## src/rtl/vrhi_pkg.sv

```systemverilog
package vrhi_pkg;

  // Word length limit and width of the saturating byte counter (holds limit+1)
  localparam int WORD_LIMIT = 256;
  localparam int POS_W      = $clog2(WORD_LIMIT + 2);

  // Results one input word can cause, and the index width over them
  localparam int MAX_RES  = 5;
  localparam int SLOT_W   = $clog2(MAX_RES);
  localparam int CNT_W    = $clog2(MAX_RES + 1);

  // Front-to-back queue
  localparam int Q_DEPTH  = 2;
  localparam int Q_PTR_W  = (Q_DEPTH > 1) ? $clog2(Q_DEPTH) : 1;
  localparam int Q_CNT_W  = $clog2(Q_DEPTH + 1);

  localparam logic [7:0] DASH_RESET = 8'd45;

  // One queue entry: the output words of one input word
  typedef struct packed {
    logic [MAX_RES-1:0][7:0] byt;
    logic [MAX_RES-1:0]      wl;
    logic [CNT_W-1:0]        n;
  } rec_t;

  typedef struct packed {
    logic full;
    logic empty;
  } q_stat_t;

  // Outcome of deciding one pending byte
  typedef struct packed {
    logic [1:0] n;
    logic [7:0] b0;
    logic [7:0] b1;
    logic       flag;
  } dec_t;

  function automatic logic is_vowel(input logic [7:0] c);
    logic v;
    case (c) inside
      // a e o u A E O U
      8'd97, 8'd101, 8'd111, 8'd117, 8'd65, 8'd69, 8'd79, 8'd85,
      // Latin-5 vowels, plus i and I
      8'd226, 8'd253, 8'd105, 8'd238, 8'd246, 8'd252,
      8'd194, 8'd73, 8'd221, 8'd206, 8'd214, 8'd220: v = 1'b1;
      default: v = 1'b0;
    endcase
    return v;
  endfunction

  function automatic dec_t decide(input logic [7:0] b, input logic v1, input logic v2,
                                  input logic flag, input logic [7:0] dash);
    dec_t d;
    d.n    = 2'd1;
    d.b0   = b;
    d.b1   = dash;
    d.flag = 1'b0;
    if (is_vowel(b)) begin
      if (v1 || v2) d.n = 2'd2;
    end else begin
      if (flag) begin
        d.n = 2'd2;
        if (v1) begin
          d.b0 = dash;
          d.b1 = b;
        end
      end
      d.flag = ~flag;
    end
    return d;
  endfunction

endpackage

```

## src/rtl/vrhi_front.sv

```systemverilog
module vrhi_front (
  input  logic                 clk,
  input  logic                 rst,
  input  logic                 accept,
  input  logic [7:0]           in_byte,
  input  logic                 word_end,
  input  logic [7:0]           dash,
  output logic                 rec_push,
  output vrhi_pkg::rec_t       rec
);

  logic [7:0]                  pend0, pend1;
  logic [1:0]                  pcount;
  logic                        cflag;
  logic [vrhi_pkg::POS_W-1:0]  bpos;

  logic [7:0]                  pend0_next, pend1_next;
  logic [1:0]                  pcount_next;
  logic                        cflag_next;
  logic [vrhi_pkg::POS_W-1:0]  bpos_next;

  localparam logic [vrhi_pkg::POS_W-1:0] LIM = vrhi_pkg::POS_W'(vrhi_pkg::WORD_LIMIT);
  localparam logic [vrhi_pkg::POS_W-1:0] LIM1 =
    vrhi_pkg::POS_W'(vrhi_pkg::WORD_LIMIT + 1);

  always_comb begin
    logic                        vb;
    vrhi_pkg::dec_t              d0, d1;
    logic [vrhi_pkg::CNT_W-1:0]  k;
    logic                        clr;

    vb          = vrhi_pkg::is_vowel(in_byte);
    d0          = '0;
    d1          = '0;
    k           = '0;
    clr         = 1'b0;
    rec.byt     = '0;
    rec.wl      = '0;
    pend0_next  = pend0;
    pend1_next  = pend1;
    pcount_next = pcount;
    cflag_next  = cflag;
    bpos_next   = bpos;

    if (bpos > LIM) begin
      // word closed by the limit: drop
      clr = word_end;
    end else if (bpos == LIM) begin
      if (pcount == 2'd2) begin
        d0 = vrhi_pkg::decide(pend0, vrhi_pkg::is_vowel(pend1), vb, cflag, dash);
        cflag_next = d0.flag;
        rec.byt[k[vrhi_pkg::SLOT_W-1:0]] = d0.b0;
        k = k + 1'b1;
        if (d0.n == 2'd2) begin
          rec.byt[k[vrhi_pkg::SLOT_W-1:0]] = d0.b1;
          k = k + 1'b1;
        end
        rec.byt[k[vrhi_pkg::SLOT_W-1:0]] = pend1;
        rec.wl[k[vrhi_pkg::SLOT_W-1:0]]  = 1'b1;
        k = k + 1'b1;
      end else if (pcount == 2'd1) begin
        rec.byt[k[vrhi_pkg::SLOT_W-1:0]] = pend0;
        rec.wl[k[vrhi_pkg::SLOT_W-1:0]]  = 1'b1;
        k = k + 1'b1;
      end
      if (word_end) begin
        clr = 1'b1;
      end else begin
        pcount_next = 2'd0;
        bpos_next   = LIM1;
      end
    end else if (word_end) begin
      if (pcount == 2'd2) begin
        d0 = vrhi_pkg::decide(pend0, vrhi_pkg::is_vowel(pend1), vb, cflag, dash);
        d1 = vrhi_pkg::decide(pend1, vb, 1'b0, d0.flag, dash);
      end else if (pcount == 2'd1) begin
        d0 = vrhi_pkg::decide(pend0, vb, 1'b0, cflag, dash);
      end
      if (d0.n != 2'd0) begin
        rec.byt[k[vrhi_pkg::SLOT_W-1:0]] = d0.b0;
        k = k + 1'b1;
        if (d0.n == 2'd2) begin
          rec.byt[k[vrhi_pkg::SLOT_W-1:0]] = d0.b1;
          k = k + 1'b1;
        end
      end
      if (d1.n != 2'd0) begin
        rec.byt[k[vrhi_pkg::SLOT_W-1:0]] = d1.b0;
        k = k + 1'b1;
        if (d1.n == 2'd2) begin
          rec.byt[k[vrhi_pkg::SLOT_W-1:0]] = d1.b1;
          k = k + 1'b1;
        end
      end
      rec.byt[k[vrhi_pkg::SLOT_W-1:0]] = in_byte;
      rec.wl[k[vrhi_pkg::SLOT_W-1:0]]  = 1'b1;
      k   = k + 1'b1;
      clr = 1'b1;
    end else begin
      if (pcount == 2'd2) begin
        d0 = vrhi_pkg::decide(pend0, vrhi_pkg::is_vowel(pend1), vb, cflag, dash);
        cflag_next = d0.flag;
        rec.byt[k[vrhi_pkg::SLOT_W-1:0]] = d0.b0;
        k = k + 1'b1;
        if (d0.n == 2'd2) begin
          rec.byt[k[vrhi_pkg::SLOT_W-1:0]] = d0.b1;
          k = k + 1'b1;
        end
        pend0_next = pend1;
        pend1_next = in_byte;
      end else begin
        if (pcount[0]) pend1_next = in_byte;
        else           pend0_next = in_byte;
        pcount_next = pcount + 2'd1;
      end
      bpos_next = bpos + 1'b1;
    end

    if (clr) begin
      pcount_next = 2'd0;
      cflag_next  = 1'b0;
      bpos_next   = '0;
    end

    rec.n    = k;
    rec_push = accept && (k != '0);
  end

  always_ff @(posedge clk) begin
    if (rst) begin
      pcount <= 2'd0;
      cflag  <= 1'b0;
      bpos   <= '0;
    end else if (accept) begin
      pcount <= pcount_next;
      cflag  <= cflag_next;
      bpos   <= bpos_next;
    end
  end

  always_ff @(posedge clk) begin
    if (accept) begin
      pend0 <= pend0_next;
      pend1 <= pend1_next;
    end
  end

endmodule

```

## src/rtl/vrhi_queue.sv

```systemverilog
module vrhi_queue (
  input  logic               clk,
  input  logic               rst,
  input  logic               wr,
  input  vrhi_pkg::rec_t     wr_data,
  input  logic               rd,
  output vrhi_pkg::rec_t     rd_data,
  output vrhi_pkg::q_stat_t  stat
);

  vrhi_pkg::rec_t                 mem [vrhi_pkg::Q_DEPTH];
  logic [vrhi_pkg::Q_PTR_W-1:0]   wr_ptr, rd_ptr;
  logic [vrhi_pkg::Q_CNT_W-1:0]   count;

  localparam logic [vrhi_pkg::Q_PTR_W-1:0] LAST = vrhi_pkg::Q_PTR_W'(vrhi_pkg::Q_DEPTH - 1);
  localparam logic [vrhi_pkg::Q_CNT_W-1:0] DEPTH = vrhi_pkg::Q_CNT_W'(vrhi_pkg::Q_DEPTH);

  assign stat.full  = (count == DEPTH);
  assign stat.empty = (count == '0);
  assign rd_data    = mem[rd_ptr];

  always_ff @(posedge clk) begin
    if (wr) mem[wr_ptr] <= wr_data;
  end

  always_ff @(posedge clk) begin
    if (rst) begin
      wr_ptr <= '0;
      rd_ptr <= '0;
      count  <= '0;
    end else begin
      if (wr) wr_ptr <= (wr_ptr == LAST) ? '0 : wr_ptr + 1'b1;
      if (rd) rd_ptr <= (rd_ptr == LAST) ? '0 : rd_ptr + 1'b1;
      if (wr && !rd)      count <= count + 1'b1;
      else if (rd && !wr) count <= count - 1'b1;
    end
  end

  a_no_overflow: assert property (@(posedge clk) disable iff (rst) stat.full |-> !wr)
    else $error("queue written while full");
  a_no_underflow: assert property (@(posedge clk) disable iff (rst) stat.empty |-> !rd)
    else $error("queue read while empty");
  a_count_range: assert property (@(posedge clk) disable iff (rst) count <= DEPTH)
    else $error("queue count out of range");

endmodule

```

## src/rtl/vrhi_back.sv

```systemverilog
module vrhi_back (
  input  logic               clk,
  input  logic               rst,
  input  vrhi_pkg::rec_t     q_data,
  input  vrhi_pkg::q_stat_t  q_stat,
  output logic               q_rd,
  input  logic               pop,
  output logic               empty,
  output logic [7:0]         out_byte,
  output logic               run_last,
  output logic               word_last
);

  vrhi_pkg::rec_t                 cur;
  logic                           cur_valid;
  logic [vrhi_pkg::CNT_W-1:0]     idx;
  logic                           out_valid;
  logic                           advance;
  logic                           cur_last;

  assign empty    = !out_valid;
  assign advance  = !out_valid || pop;
  assign cur_last = (idx == cur.n - 1'b1);
  assign q_rd     = !q_stat.empty && (!cur_valid || (advance && cur_last));

  always_ff @(posedge clk) begin
    if (rst) begin
      out_valid <= 1'b0;
      cur_valid <= 1'b0;
      idx       <= '0;
    end else begin
      if (advance) out_valid <= cur_valid;
      if (q_rd) begin
        cur_valid <= 1'b1;
        idx       <= '0;
      end else if (advance && cur_valid) begin
        if (cur_last) cur_valid <= 1'b0;
        else          idx <= idx + 1'b1;
      end
    end
  end

  always_ff @(posedge clk) begin
    if (advance && cur_valid) begin
      out_byte  <= cur.byt[idx[vrhi_pkg::SLOT_W-1:0]];
      word_last <= cur.wl[idx[vrhi_pkg::SLOT_W-1:0]];
      run_last  <= cur_last;
    end
    if (q_rd) cur <= q_data;
  end

  a_slot_range: assert property (@(posedge clk) disable iff (rst)
    cur_valid |-> (cur.n != '0) && (idx < cur.n))
    else $error("slot index past end of entry");

endmodule

```

## src/rtl/vowel_rule_hyphen_inserter.sv

```systemverilog
// Vowel-rule hyphen inserter. Takes the bytes of a word (Latin-5 letters)
// one per push, word_end marking the last byte, and returns the word with
// dash bytes inserted: after a vowel when either of the next two bytes is a
// vowel, and around every second consonant in a row (before it when a vowel
// follows, after it otherwise). A byte is held until two lookahead bytes
// are known or the word ends; the final byte of a word comes out plain with
// word_last set, and run_last marks the last word produced by each push.
// Only the first WORD_LIMIT bytes of a word are kept; the rest are dropped
// until word_end. Rate: a push is taken every cycle while the internal
// two-entry queue has room; each push yields 0 to 5 output words and the
// output side delivers one word per cycle while pop is asserted, so
// sustained throughput is one output word per cycle while the receiver pops.
// dash_code (reset 45) is written with dash_code_we; change it only while
// the block is idle.
module vowel_rule_hyphen_inserter (
  input  logic       clk,
  input  logic       rst,
  // config
  input  logic       dash_code_we,
  input  logic [7:0] dash_code,
  // input queue side
  input  logic       push,
  output logic       full,
  input  logic [7:0] in_byte,
  input  logic       word_end,
  // result queue side
  input  logic       pop,
  output logic       empty,
  output logic [7:0] out_byte,
  output logic       run_last,
  output logic       word_last
);

  logic [7:0]         dash;
  logic               accept;
  logic               rec_push;
  vrhi_pkg::rec_t     rec;
  vrhi_pkg::rec_t     q_data;
  vrhi_pkg::q_stat_t  q_stat;
  logic               q_rd;

  // dash register
  always_ff @(posedge clk) begin
    if (rst)               dash <= vrhi_pkg::DASH_RESET;
    else if (dash_code_we) dash <= dash_code;
  end

  // a word is taken whenever the queue can take its results
  assign full   = q_stat.full;
  assign accept = push && !q_stat.full;

  // front: lookahead and rule decisions, one input word per cycle while the queue is not full
  vrhi_front u_front (
    .clk      (clk),
    .rst      (rst),
    .accept   (accept),
    .in_byte  (in_byte),
    .word_end (word_end),
    .dash     (dash),
    .rec_push (rec_push),
    .rec      (rec)
  );

  // decoupling queue of result groups
  vrhi_queue u_queue (
    .clk     (clk),
    .rst     (rst),
    .wr      (rec_push),
    .wr_data (rec),
    .rd      (q_rd),
    .rd_data (q_data),
    .stat    (q_stat)
  );

  // back: serializes each group into output words
  vrhi_back u_back (
    .clk       (clk),
    .rst       (rst),
    .q_data    (q_data),
    .q_stat    (q_stat),
    .q_rd      (q_rd),
    .pop       (pop),
    .empty     (empty),
    .out_byte  (out_byte),
    .run_last  (run_last),
    .word_last (word_last)
  );

endmodule

```

## config.mk

```make
export PLATFORM = sky130hd
export DESIGN_NAME = vowel_rule_hyphen_inserter
export DESIGN_NICKNAME = d
export VERILOG_FILES = /design/src/rtl/vrhi_pkg.sv /design/src/rtl/vrhi_front.sv /design/src/rtl/vrhi_queue.sv /design/src/rtl/vrhi_back.sv /design/src/rtl/vowel_rule_hyphen_inserter.sv
export SDC_FILE = /design/constraint.sdc
export NUM_CORES = 1
export LEC_CHECK = 0
export ABC_CLOCK_PERIOD_IN_PS = 7400
export BUFFER_PORTS_ARGS = -buffer_cell sky130_fd_sc_hd__buf_2
export CAP_MARGIN = 20
export CORE_MARGIN = 1
export CORE_UTILIZATION = 29
export DETAILED_ROUTE_END_ITERATION = 7
export GPL_TIMING_DRIVEN = 1
export PLACE_DENSITY = 0.51
export SLEW_MARGIN = 10
export SYNTH_ARGS = -nofsm -noshare
export SYNTH_HDL_FRONTEND = slang
export SYNTH_SLANG_ARGS = --single-unit
```

## constraint.sdc

```tcl
create_clock -name clk -period 7.4 [get_ports clk]
set_input_delay 0.74 -clock clk [delete_from_list [all_inputs] [get_ports clk]]
set_output_delay 0.74 -clock clk [all_outputs]
set_load 0.1 [all_outputs]
```

* After elaboration in Yosys (flattened, before gate mapping) *
Memories as Yosys holds them, arrays and structs flattened. A register that Yosys moved wholly into a read port is not among the register bits.
Cells that the tools add are included.

storage, ports and cells
  flip-flop bits (word level) = 55
  RAM bits = 96
  input bits = 22
  output and inout bits = 12
  memories kept = 1

memory list
  name         depth  width  rd ports  clocked after Yosys merged registers in  write ports  line              source
  u_queue.mem  2      48     1         1                                        1            vrhi_queue.sv:11  vrhi_pkg::rec_t mem [vrhi_pkg::Q_DEPTH];

cells by class
  add/subtract/negate cells = 12
  order comparisons = 10
  equality and inequality tests = 74
  mux-type cells = 173
  bitwise logic cells = 6
  reductions and logical operators = 42

operators with widths
  kind                 number
  $eq 8x7->1 const B   30
  $eq 8x8->1 const B   30
  $mux 17              12
  $mux 40              5
  $mux 16              11
  $mux 19              9
  $bwmux 40            4
  $mux 8               17
  $demux 8 s3          4
  $mux 18              5
  $mux 45              2
  $reduce_or 20->1     3
  $mux 2               27
  $mux 3               17
  $mux 1               47
  $mux 9               5
  $mux 32              1
  $bmux 8 s3           1
  $mux 24              1
  $lt 3x4->1 const B   5
  $add 3x1->3 const B  5
  $reduce_bool 2->1    7
  $eq 2x2->1 const B   6
  $ge 3x1->1 const B   4
  other kinds (28)     59

* Depth between registers and ports, before layout *
Gate-level depths: netlist (run 1).

  depth in word-level cells = 41
  depth in mapped cells = 17

* Modules after synthesis *
From an unflattened synthesis (run 1), not the netlist that was laid out.

second synthesis, totals
  cells, all modules = 820
  area total of the unflattened synthesis = 10078.4 µm²

modules (own cells, without submodules)
  module                      times used  cells an instance  area each (µm²)  sequential area each (µm²)
  vrhi_queue                  1           171                3671.0           2982.9
  vrhi_front                  1           488                3646.0           720.7
  vrhi_back                   1           134                2457.4           1841.8
  vowel_rule_hyphen_inserter  1           27                 304.0            160.2

* Worst setup path after synthesis (run 1) *
Ideal clock, no wire load.

  kind = input port to flip-flop
  start point = in in_byte[2]
  end point = mem u_queue.mem[0][0] (netlist bit), enable pin
  setup time = 459 ps
  arrival time = 5190 ps
  data required time = 6941 ps
  slack = 1751 ps
  stages on the path = 13
  path buffers = 1
  cell sequence = buf_2 -> nor3b_1 -> o21ai_0 -> o211ai_1 -> nor3_2 -> nand2_1 -> a22o_1 -> ha_1 -> or3_1 -> mux2i_1 -> o21ai_1 -> o31ai_4 -> nor2b_1

RTL lines
  item             line                              source
  start, declared  vowel_rule_hyphen_inserter.sv:24  input logic [7:0] in_byte,
  end, declared    vrhi_queue.sv:11

==> qor.json, run 1 <==
{
  "outcome": {
    "outcome": "completed"
  },
  "power_and_ir_drop": {
    "power.internal_mw": 2.270,
    "p_leak_nw": 3.795,
    "power.share.switching_pct": 33.38,
    "p_per_area_nw_per_um2": 311.6,
    "power.ir.vdd_worst_v": 0.0001441,
    "netSwitchingPower_mw": 1.137,
    "share_seq_of_total_power_pct": 47.5,
    "clockPowerShare_pct": 26.7,
    "combinationalPowerShare_pct": 25.8
  },
  "synth": {
    "ys_warns": 0,
    "seq_cells_post_synth": 199,
    "synth-seq-area-share_pct": 58.30,
    "synth_edf_count": 170,
    "postSynthCellCount": 788,
    "mappedNetlistArea_um2": 9752,
    "synthArstFlopShare_pct": 0,
    "synthesis.area_per_instance_um2": 12.38,
    "synth_largest_type_area_fraction_pct": 52.35,
    "synthDominantAreaCellType": "sky130_fd_sc_hd__edfxtp_1",
    "most_common_flop_cell_mapped_by_yosys": "sky130_fd_sc_hd__edfxtp_1",
    "synthesis.nets": 820,
    "synth.distinct_cells": 76,
    "synthTopCellsByArea": "sky130_fd_sc_hd__edfxtp_1, sky130_fd_sc_hd__mux2_2, sky130_fd_sc_hd__dfxtp_1, sky130_fd_sc_hd__mux2i_1, sky130_fd_sc_hd__nand2_1"
  },
  "critical_path": {
    "worstSetupPathType": "register to register",
    "startpoint": "u_front.pend0[1]",
    "worst_ep_arrival_time_ns": 4.94,
    "worst_r2r_startpoint": "u_front.pend0[1]",
    "cp_data_required_time_ns": 7.50,
    "worst_setup_path_end_kind": "register",
    "slowest_stage": "sky130_fd_sc_hd__nor2b_4",
    "slowest_delay_ns": 0.68,
    "startpoint_type": "register",
    "critPathTopFamily": "simple AND/OR/NAND/NOR gates",
    "timing.critical_path.cells": "and4b_1, a311o_1, o31a_1, nand2_1, a22o_1, ha_1, or3_1, mux2i_1, o21ai_1, o31ai_4, nor2b_4, buf_4",
    "cp_max_fo": 25,
    "critical_path.n_buffers_inverters": 1
  },
  "grt": {
    "first_pass_grt_wire_length_mm": 38.23,
    "vias_in_the_first_global_route": 6159,
    "maximum_number_of_pins_on_one_net_before_global_route_repair": 55,
    "gr-total-overflow": 0,
    "track_usage_pct": 14.94,
    "initial_antenna_violation_count": 0
  },
  "clock_tree": {
    "clk_latency_ns": 0.44,
    "cts_root_buffer": "sky130_fd_sc_hd__clkbuf_16",
    "num_clock_sinks": 199,
    "cts_post_setup_buffers_inserted": 0,
    "cts_tree": "built",
    "cts-root-to-sink-buffers": 2,
    "tritoncts.num_buffers": 17,
    "cts.reportedPaths.clkPinSlew_ns": 0.08,
    "cts_resized": 0,
    "hold_buffer_count_at_cts": 0,
    "h_tree_depth": 4
  },
  "timing": {
    "post_layout_min_period_ns": 4.844,
    "maxSlewHeadroom_pct": 21.86,
    "timing.final.crit_share_pct": 65.46,
    "clock.fmax_ghz": 0.2064,
    "fin_ws_ns": 2.556,
    "grt_setup_unrepaired": "no",
    "final.setup.tns_ns": 0,
    "setup_viol_count_final": 0,
    "worst_slew_pin_tran_ns": 1.168,
    "final-max-slew-violation-count": 0,
    "setup_skew_after_layout_ns": 0.01449,
    "final_hold_viol_count": 0,
    "whs_ns": 0.4871
  },
  "layout": {
    "insertedDiodeCount": 0,
    "post-route-cell-area_um2": 10930,
    "areaGrowthSynthToFinish_pct": 12.12,
    "drive_above_1_share_pct": 19.71,
    "finalNetCount": 836
  },
  "route": {
    "drtAntennaViolNets": 0,
    "via_count": 6472,
    "route.detailed.wl_per_inst_um": 19.63,
    "drt-initial-drc-count": 761,
    "first_pass_iters": 5,
    "routed_via_density": 5.141,
    "finalWirelength_mm": 24.71,
    "drc": 0
  },
  "floorplanning": {
    "die_area_um2": 34360,
    "top_level_ports": 34,
    "floorplan.core_area_um2": 32780,
    "starting_density_of_the_core_pct": 29.75,
    "row_count": 66,
    "die-height_um": 185.4,
    "die_width_um": 185.4
  },
  "placed_design": {
    "dp.final_hpwl_mm": 16.70,
    "port_buffers": 33,
    "dp_worst_setup_slack_ns": 2.458,
    "gp_congestion": 0.9009,
    "placed_area_um2": 10350
  },
  "min_path": {
    "worst_hold_path_type": "register to register",
    "hold_path.startpoint": "u_back.cur_valid"
  },
  "run": {
    "maxCapViolations": 0
  }
}
[synth_stat cells (5+ instances only)]
master,count
sky130_fd_sc_hd__a22o_1,10
sky130_fd_sc_hd__o32ai_1,6
sky130_fd_sc_hd__o21ai_0,37
sky130_fd_sc_hd__nand3_1,8
sky130_fd_sc_hd__buf_1,9
sky130_fd_sc_hd__clkbuf_1,26
sky130_fd_sc_hd__nand2_1,65
sky130_fd_sc_hd__nand2b_1,5
sky130_fd_sc_hd__xor2_1,10
sky130_fd_sc_hd__dfxtp_1,29
sky130_fd_sc_hd__and3_1,6
sky130_fd_sc_hd__a211o_1,7
sky130_fd_sc_hd__and2_1,6
sky130_fd_sc_hd__a21oi_1,35
sky130_fd_sc_hd__a211oi_1,11
sky130_fd_sc_hd__inv_1,38
sky130_fd_sc_hd__o211ai_1,5
sky130_fd_sc_hd__buf_2,8
sky130_fd_sc_hd__mux4_2,9
sky130_fd_sc_hd__a32oi_1,5
sky130_fd_sc_hd__o21a_1,7
sky130_fd_sc_hd__nor3_1,9
sky130_fd_sc_hd__mux2_1,5
sky130_fd_sc_hd__a31oi_1,12
sky130_fd_sc_hd__mux2i_1,27
sky130_fd_sc_hd__o221ai_1,11
sky130_fd_sc_hd__nand4_1,6
sky130_fd_sc_hd__edfxtp_1,170
sky130_fd_sc_hd__or3_1,5
sky130_fd_sc_hd__o22ai_1,5
sky130_fd_sc_hd__mux2_2,54
sky130_fd_sc_hd__nor2_1,57
sky130_fd_sc_hd__ha_1,10
sky130_fd_sc_hd__nor2b_1,8
[area by class of cell]
class,instances,area [um^2]
Inverter,39,146.4
Clock inverter,15,156.4
Timing Repair Buffer,45,252.7
Fill cell,3278,21850
Tap cell,442,553.0
Multi-Input combinational cell,502,3714
Clock buffer,17,425.4
Sequential cell,199,5687
[cells in the final DEF, fill, tap and decap left out, types with 11 or more instances in the layout]
cell	count
sky130_fd_sc_hd__nor2_1	57
sky130_fd_sc_hd__edfxtp_1	170
sky130_fd_sc_hd__inv_1	38
sky130_fd_sc_hd__buf_2	33
sky130_fd_sc_hd__nand2_1	65
sky130_fd_sc_hd__dfxtp_1	28
sky130_fd_sc_hd__mux2i_1	27
sky130_fd_sc_hd__a211oi_1	11
sky130_fd_sc_hd__a31oi_1	12
sky130_fd_sc_hd__clkbuf_16	17
sky130_fd_sc_hd__o21ai_0	37
sky130_fd_sc_hd__buf_4	11
sky130_fd_sc_hd__a21oi_1	35
sky130_fd_sc_hd__mux2_2	54
sky130_fd_sc_hd__o221ai_1	11
[worst register-to-register path, stage by stage, from the launching register on]
cell	delay [ns]
sky130_fd_sc_hd__edfxtp_1	0.56
sky130_fd_sc_hd__and4b_1	0.34
sky130_fd_sc_hd__a311o_1	0.21
sky130_fd_sc_hd__o31a_1	0.54
sky130_fd_sc_hd__nand2_1	0.38
sky130_fd_sc_hd__a22o_1	0.36
sky130_fd_sc_hd__ha_1	0.19
sky130_fd_sc_hd__or3_1	0.30
sky130_fd_sc_hd__mux2i_1	0.23
sky130_fd_sc_hd__o21ai_1	0.15
sky130_fd_sc_hd__o31ai_4	0.11
sky130_fd_sc_hd__nor2b_4	0.68
sky130_fd_sc_hd__buf_4	0.46
[layer usage]
layer | wire length [um] | global-route usage, % | part of all wire [%] | vias up
met2 | 10790 | 22.16 | 44 | 200
met1 | 12060 | 21.96 | 49 | 3213
li1 | - | - | - | 3029
met4 | 515 | 4.496 | 2.1 | 0
met5 | 0 | 0 | 0 | -
met3 | 1353 | 2.615 | 5.5 | 30
[power groups by stage]
| stage | Sequential [mW] | Combinational, mW | Clock, mW |
|---|---|---|---|
| 2_1_floorplan | 1.76 | 0.559 | 0 |
| 3_3_place_gp | 1.64 | 0.893 | 0 |
| 3_5_place_dp | 1.65 | 0.897 | 0 |
| 4_1_cts | 1.62 | 0.901 | 0.933 |
| 5_1_grt | 1.64 | 0.963 | 0.976 |
| 6_report | 1.62 | 0.881 | 0.909 |
[cells by family after synthesis]
family / count (synthesis) / synth area share [%]
flops: 199 / 58.30
xor+xnor: 14 / 1.257
compound gates: 190 / 14.08
fa+ha+maj: 10 / 1.283
simple gates: 192 / 9.546
mux: 96 / 11.82
buf+inv: 87 / 3.721
[worst paths after layout]
kind	end	slack, ns	cells past startpoint
max	u_queue.mem[0][11]	2.56	12
min	u_back.out_valid	0.49	2
max reg2reg	u_queue.mem[0][11]	2.56	12
min reg2reg	u_back.out_valid	0.49	2
[metrics by stage]
stage	util [%]	std cells	power [mW]
2_1_floorplan	-	788	2.317
3_3_place_gp	31.56	1226	2.537
3_5_place_dp	31.56	1226	2.545
4_1_cts	33.34	1258	3.458
5_1_grt	33.35	1259	3.583
6_report	33.35	1259	3.408
[sequential cells by signal, indices dropped and copies added, names as in the netlist]
signal	flops
u_front.bpos	9
u_back.cur	48
u_back.word_last	1
u_queue.wr_ptr	1
dash	8
u_queue.rd_ptr	1
u_back.out_byte	8
u_queue.count	2
u_queue.mem	96
u_back.cur_valid	1
u_front.pcount	2
u_front.pend0	8
u_front.pend1	8
u_back.out_valid	1
u_back.idx	3
u_back.run_last	1
u_front.cflag	1
(Power assumes the default switching activity.)
==> run 2: changes to the inputs <==
--- a/config.mk
+++ b/config.mk
@@ -5,14 +5,14 @@
 export SDC_FILE = /design/constraint.sdc
 export NUM_CORES = 1
 export LEC_CHECK = 0
-export ABC_CLOCK_PERIOD_IN_PS = 7400
+export ABC_CLOCK_PERIOD_IN_PS = 4300
 export BUFFER_PORTS_ARGS = -buffer_cell sky130_fd_sc_hd__buf_2
 export CAP_MARGIN = 20
 export CORE_MARGIN = 1
 export CORE_UTILIZATION = 29
 export DETAILED_ROUTE_END_ITERATION = 7
 export GPL_TIMING_DRIVEN = 1
-export PLACE_DENSITY = 0.51
+export PLACE_DENSITY = 0.53
 export SLEW_MARGIN = 10
 export SYNTH_ARGS = -nofsm -noshare
 export SYNTH_HDL_FRONTEND = slang
==> constraint.sdc (replaced) <==
create_clock -name clk -period 4.3 [get_ports clk]
set_input_delay 0.43 -clock clk [delete_from_list [all_inputs] [get_ports clk]]
set_output_delay 0.43 -clock clk [all_outputs]
set_load 0.1 [all_outputs]
==> run 2 against run 1 <==
Clock skew grew 0.0025 ns. Power grew 74%. Combinational power is 73% higher. Design area up 1.7%. Setup slack got worse by 2.3 ns. Highest routed layer unchanged.
==> qor.json, run 2 (synthesized netlist as in run 1, its figures left out) <==
{
  "route": {
    "via_count": {"value": 6511, "change": "+0.60%"},
    "drtAntennaViolNets": {"value": 0, "change": "unchanged"},
    "first_pass_iters": {"value": 7, "change": "+2"},
    "route.detailed.wl_per_inst": {"value": 19.19, "unit": "um", "change": "-2.2%"},
    "drc": {"value": 0, "change": "unchanged"},
    "routed_via_density": {"value": 5.103, "change": "-0.74%"},
    "finalWirelength": {"value": 24.48, "unit": "mm", "change": "-0.92%"},
    "drt-initial-drc-count": {"value": 807, "change": "+6.0%"}
  },
  "critical_path": {
    "worstSetupPathType": "register to register",
    "cp_max_fo": {"value": 11, "change": "-56%"},
    "cp_data_required_time": {"value": 4.66, "unit": "ns", "change": "-2.84 ns"},
    "reg2reg_slack": {"value": 0.23, "unit": "ns", "change": "-2.33 ns"},
    "worst_ep_arrival_time": {"value": 4.44, "unit": "ns", "change": "-0.50 ns"},
    "ff2ff_path_depth": {"value": 15, "change": "+3"},
    "worst_setup_path_end_kind": "register",
    "r2r_end": "u_queue.count[1]",
    "worst_r2r_startpoint": "u_front.pend0[1]",
    "startpoint_type": "register"
  },
  "clock_tree": {
    "hold_buffer_count_at_cts": {"value": 0, "change": "unchanged"},
    "clk_latency": {"value": 0.44, "unit": "ns", "change": "about the same"},
    "cts_resized": {"value": 0, "change": "unchanged"},
    "tritoncts.num_buffers": {"value": 17, "change": "unchanged"},
    "cts_post_setup_buffers_inserted": {"value": 0, "change": "unchanged"},
    "cts_root_buffer": "sky130_fd_sc_hd__clkbuf_16",
    "num_clock_sinks": {"value": 199, "change": "unchanged"},
    "cts-root-to-sink-buffers": {"value": 2, "change": "unchanged"},
    "h_tree_depth": {"value": 4, "change": "unchanged"},
    "cts.reportedPaths.clkPinSlew": {"value": 0.08, "unit": "ns", "change": "about the same"},
    "cts_tree": "built"
  },
  "floorplanning": {
    "floorplan.core_area": {"value": 32780, "unit": "um^2", "change": "unchanged"},
    "row_count": {"value": 66, "change": "unchanged"},
    "top_level_ports": {"value": 34, "change": "unchanged"},
    "die-height": {"value": 185.4, "unit": "um", "change": "unchanged"},
    "die_width": {"value": 185.4, "unit": "um", "change": "unchanged"},
    "starting_density_of_the_core": {"value": 29.75, "unit": "%", "change": "unchanged"},
    "die_area": {"value": 34360, "unit": "um^2", "change": "unchanged"}
  },
  "layout": {
    "layout_commonest_cell": "sky130_fd_sc_hd__edfxtp_1",
    "regMostFlops": "u_queue.mem",
    "insertedDiodeCount": {"value": 0, "change": "unchanged"},
    "drive_above_1_share": {"value": 21.46, "unit": "%", "change": "+1.8 points"},
    "largestRegisters": "u_queue.mem: 96 flops, u_back.cur: 48 flops, u_front.bpos: 9 flops",
    "finalNetCount": {"value": 853, "change": "+2.0%"},
    "final_cells": {"value": 1276, "change": "+1.4%"},
    "areaGrowthSynthToFinish_pct": 14.04,
    "layout.cells.most_common_list": "sky130_fd_sc_hd__edfxtp_1, sky130_fd_sc_hd__nand2_1, sky130_fd_sc_hd__nor2_1",
    "largest_reg_flops": {"value": 96, "change": "unchanged"}
  },
  "run": {
    "maxCapViolations": {"value": 0, "change": "unchanged"}
  },
  "power_and_ir_drop": {
    "total_power_of_the_final_layout": {"value": 5.934, "unit": "mW", "change": "+74%"},
    "power.ir.vdd_worst": {"value": 0.0002966, "unit": "V", "change": "+110%"},
    "p_per_area": {"value": 533.6, "unit": "nW/um^2", "change": "+71%"},
    "p_leak": {"value": 3.904, "unit": "nW", "change": "+2.9%"}
  },
  "grt": {
    "use_met2": {"value": 22.25, "unit": "%", "change": "+0.090 points"},
    "maximum_number_of_pins_on_one_net_before_global_route_repair": {"value": 51, "change": "-7.3%"},
    "first_pass_grt_wire_length": {"value": 37.47, "unit": "mm", "change": "-2.0%"},
    "gr-total-overflow": {"value": 0, "change": "unchanged"},
    "met1_usage": {"value": 20.66, "unit": "%", "change": "-1.3 points"},
    "track_usage": {"value": 14.67, "unit": "%", "change": "-0.27 points"},
    "initial_antenna_violation_count": {"value": 0, "change": "unchanged"},
    "grt.met3_usage": {"value": 3.460, "unit": "%", "change": "+0.85 points"},
    "grt.busiest_layer": "met2",
    "vias_in_the_first_global_route": {"value": 6124, "change": "-0.57%"}
  },
  "timing": {
    "worst_slew_pin_tran": {"value": 1.004, "unit": "ns", "change": "-0.1640 ns"},
    "maxSlewHeadroom": {"value": 32.93, "unit": "%", "change": "+11 points"},
    "clock.fmax": {"value": 0.2455, "unit": "GHz", "change": "+19%"},
    "whs": {"value": 0.1962, "unit": "ns", "change": "-0.2910 ns"},
    "final_hold_viol_count": {"value": 0, "change": "unchanged"},
    "final.setup.tns": {"value": 0, "unit": "ns", "change": "unchanged"},
    "grt_setup_unrepaired": "no",
    "timing.final.crit_share": {"value": 94.74, "unit": "%", "change": "+29 points"},
    "post_layout_min_period": {"value": 4.074, "unit": "ns", "change": "-0.7704 ns"},
    "final-max-slew-violation-count": {"value": 0, "change": "unchanged"},
    "setup_viol_count_final": {"value": 0, "change": "unchanged"},
    "setup_skew_after_layout": {"value": 0.01703, "unit": "ns", "change": "+0.002544 ns"}
  },
  "min_path": {
    "hold_path.startpoint": "dash_code[2]",
    "worstHoldEndpoint": "dash[2]",
    "worst_hold_path_type": "input port to register",
    "cell_depth_of_the_worst_hold_path": {"value": 2, "change": "unchanged"}
  },
  "placed_design": {
    "dp.final_hpwl": {"value": 17.17, "unit": "mm", "change": "+2.8%"},
    "placed_instance_count": {"value": 1244, "change": "+1.5%"},
    "gp_congestion": {"value": 0.9394, "change": "+4.3%"},
    "port_buffers": {"value": 33, "change": "unchanged"}
  },
  "outcome": {
    "outcome": "completed"
  }
}
[run 2: changes by cell type in the layout (fill, tap and decap cells not counted), sizes merged]
cell      change
buf          +18
clkbuf        -1
clkinv        +1
clkinvlp      -2
inv           +1
[run 2: critical path: stages, from the launching register on]
cell,delay [ns]
sky130_fd_sc_hd__edfxtp_1,0.57
sky130_fd_sc_hd__nor4b_2,0.24
sky130_fd_sc_hd__a31o_4,0.24
sky130_fd_sc_hd__o31ai_2,0.45
sky130_fd_sc_hd__buf_4,0.23
sky130_fd_sc_hd__nand2_1,0.17
sky130_fd_sc_hd__nand2_1,0.14
sky130_fd_sc_hd__a22o_1,0.19
sky130_fd_sc_hd__ha_1,0.24
sky130_fd_sc_hd__a22oi_1,0.18
sky130_fd_sc_hd__o31ai_1,0.14
sky130_fd_sc_hd__o21ai_1,0.23
sky130_fd_sc_hd__o31ai_4,0.13
sky130_fd_sc_hd__ha_1,0.35
sky130_fd_sc_hd__or3_1,0.35
sky130_fd_sc_hd__a21oi_1,0.14
[run 2: layout make-up]
class	instances	area, um^2
sequential	199	5687
timing repair buffer	62	420.4
fill	3253	21660
multi-input combinational	502	3714
clock inverter	15	175.2
inverter	39	146.4
clock buffer	17	425.4
tap	442	553.0
[run 2: power breakdown]
part,internal (mW),switching (mW)
Sequential,2.61,0.198
Combinational,0.537,0.982
Clock,0.789,0.814
Total,3.94,1.99
[run 2: worst max path at each step]
stage,cells past startpoint,to,start
after global routing,15,u_queue.count[1],u_front.pend0[1]
final,15,u_queue.count[1],u_front.pend0[1]
after CTS,15,u_queue.count[1],u_front.pend0[1]
after global placement,15,u_queue.count[1],u_front.pend0[1]
after floorplan,13,u_queue.mem[1][0],in_byte[2]
after detailed placement,15,u_queue.count[1],u_front.pend0[1]
[run 2: stage by stage]
step	area (um^2)	utilization [%]	setup slack, ns
2_1_floorplan	9759	-	0.004413
3_3_place_gp	10520	32.09	0.3953
3_5_place_dp	10520	32.09	0.2961
4_1_cts	11120	33.92	0.2722
5_1_grt	11120	33.92	0.01120
6_report	11120	33.92	0.2260
[run 2: layer usage]
| metal | part of all wire, % | up-vias |
|---|---|---|
| li1 | - | 3075 |
| met1 | 47 | 3143 |
| met2 | 44 | 259 |
| met3 | 6.8 | 34 |
| met4 | 1.7 | 0 |
| met5 | 0 | - |
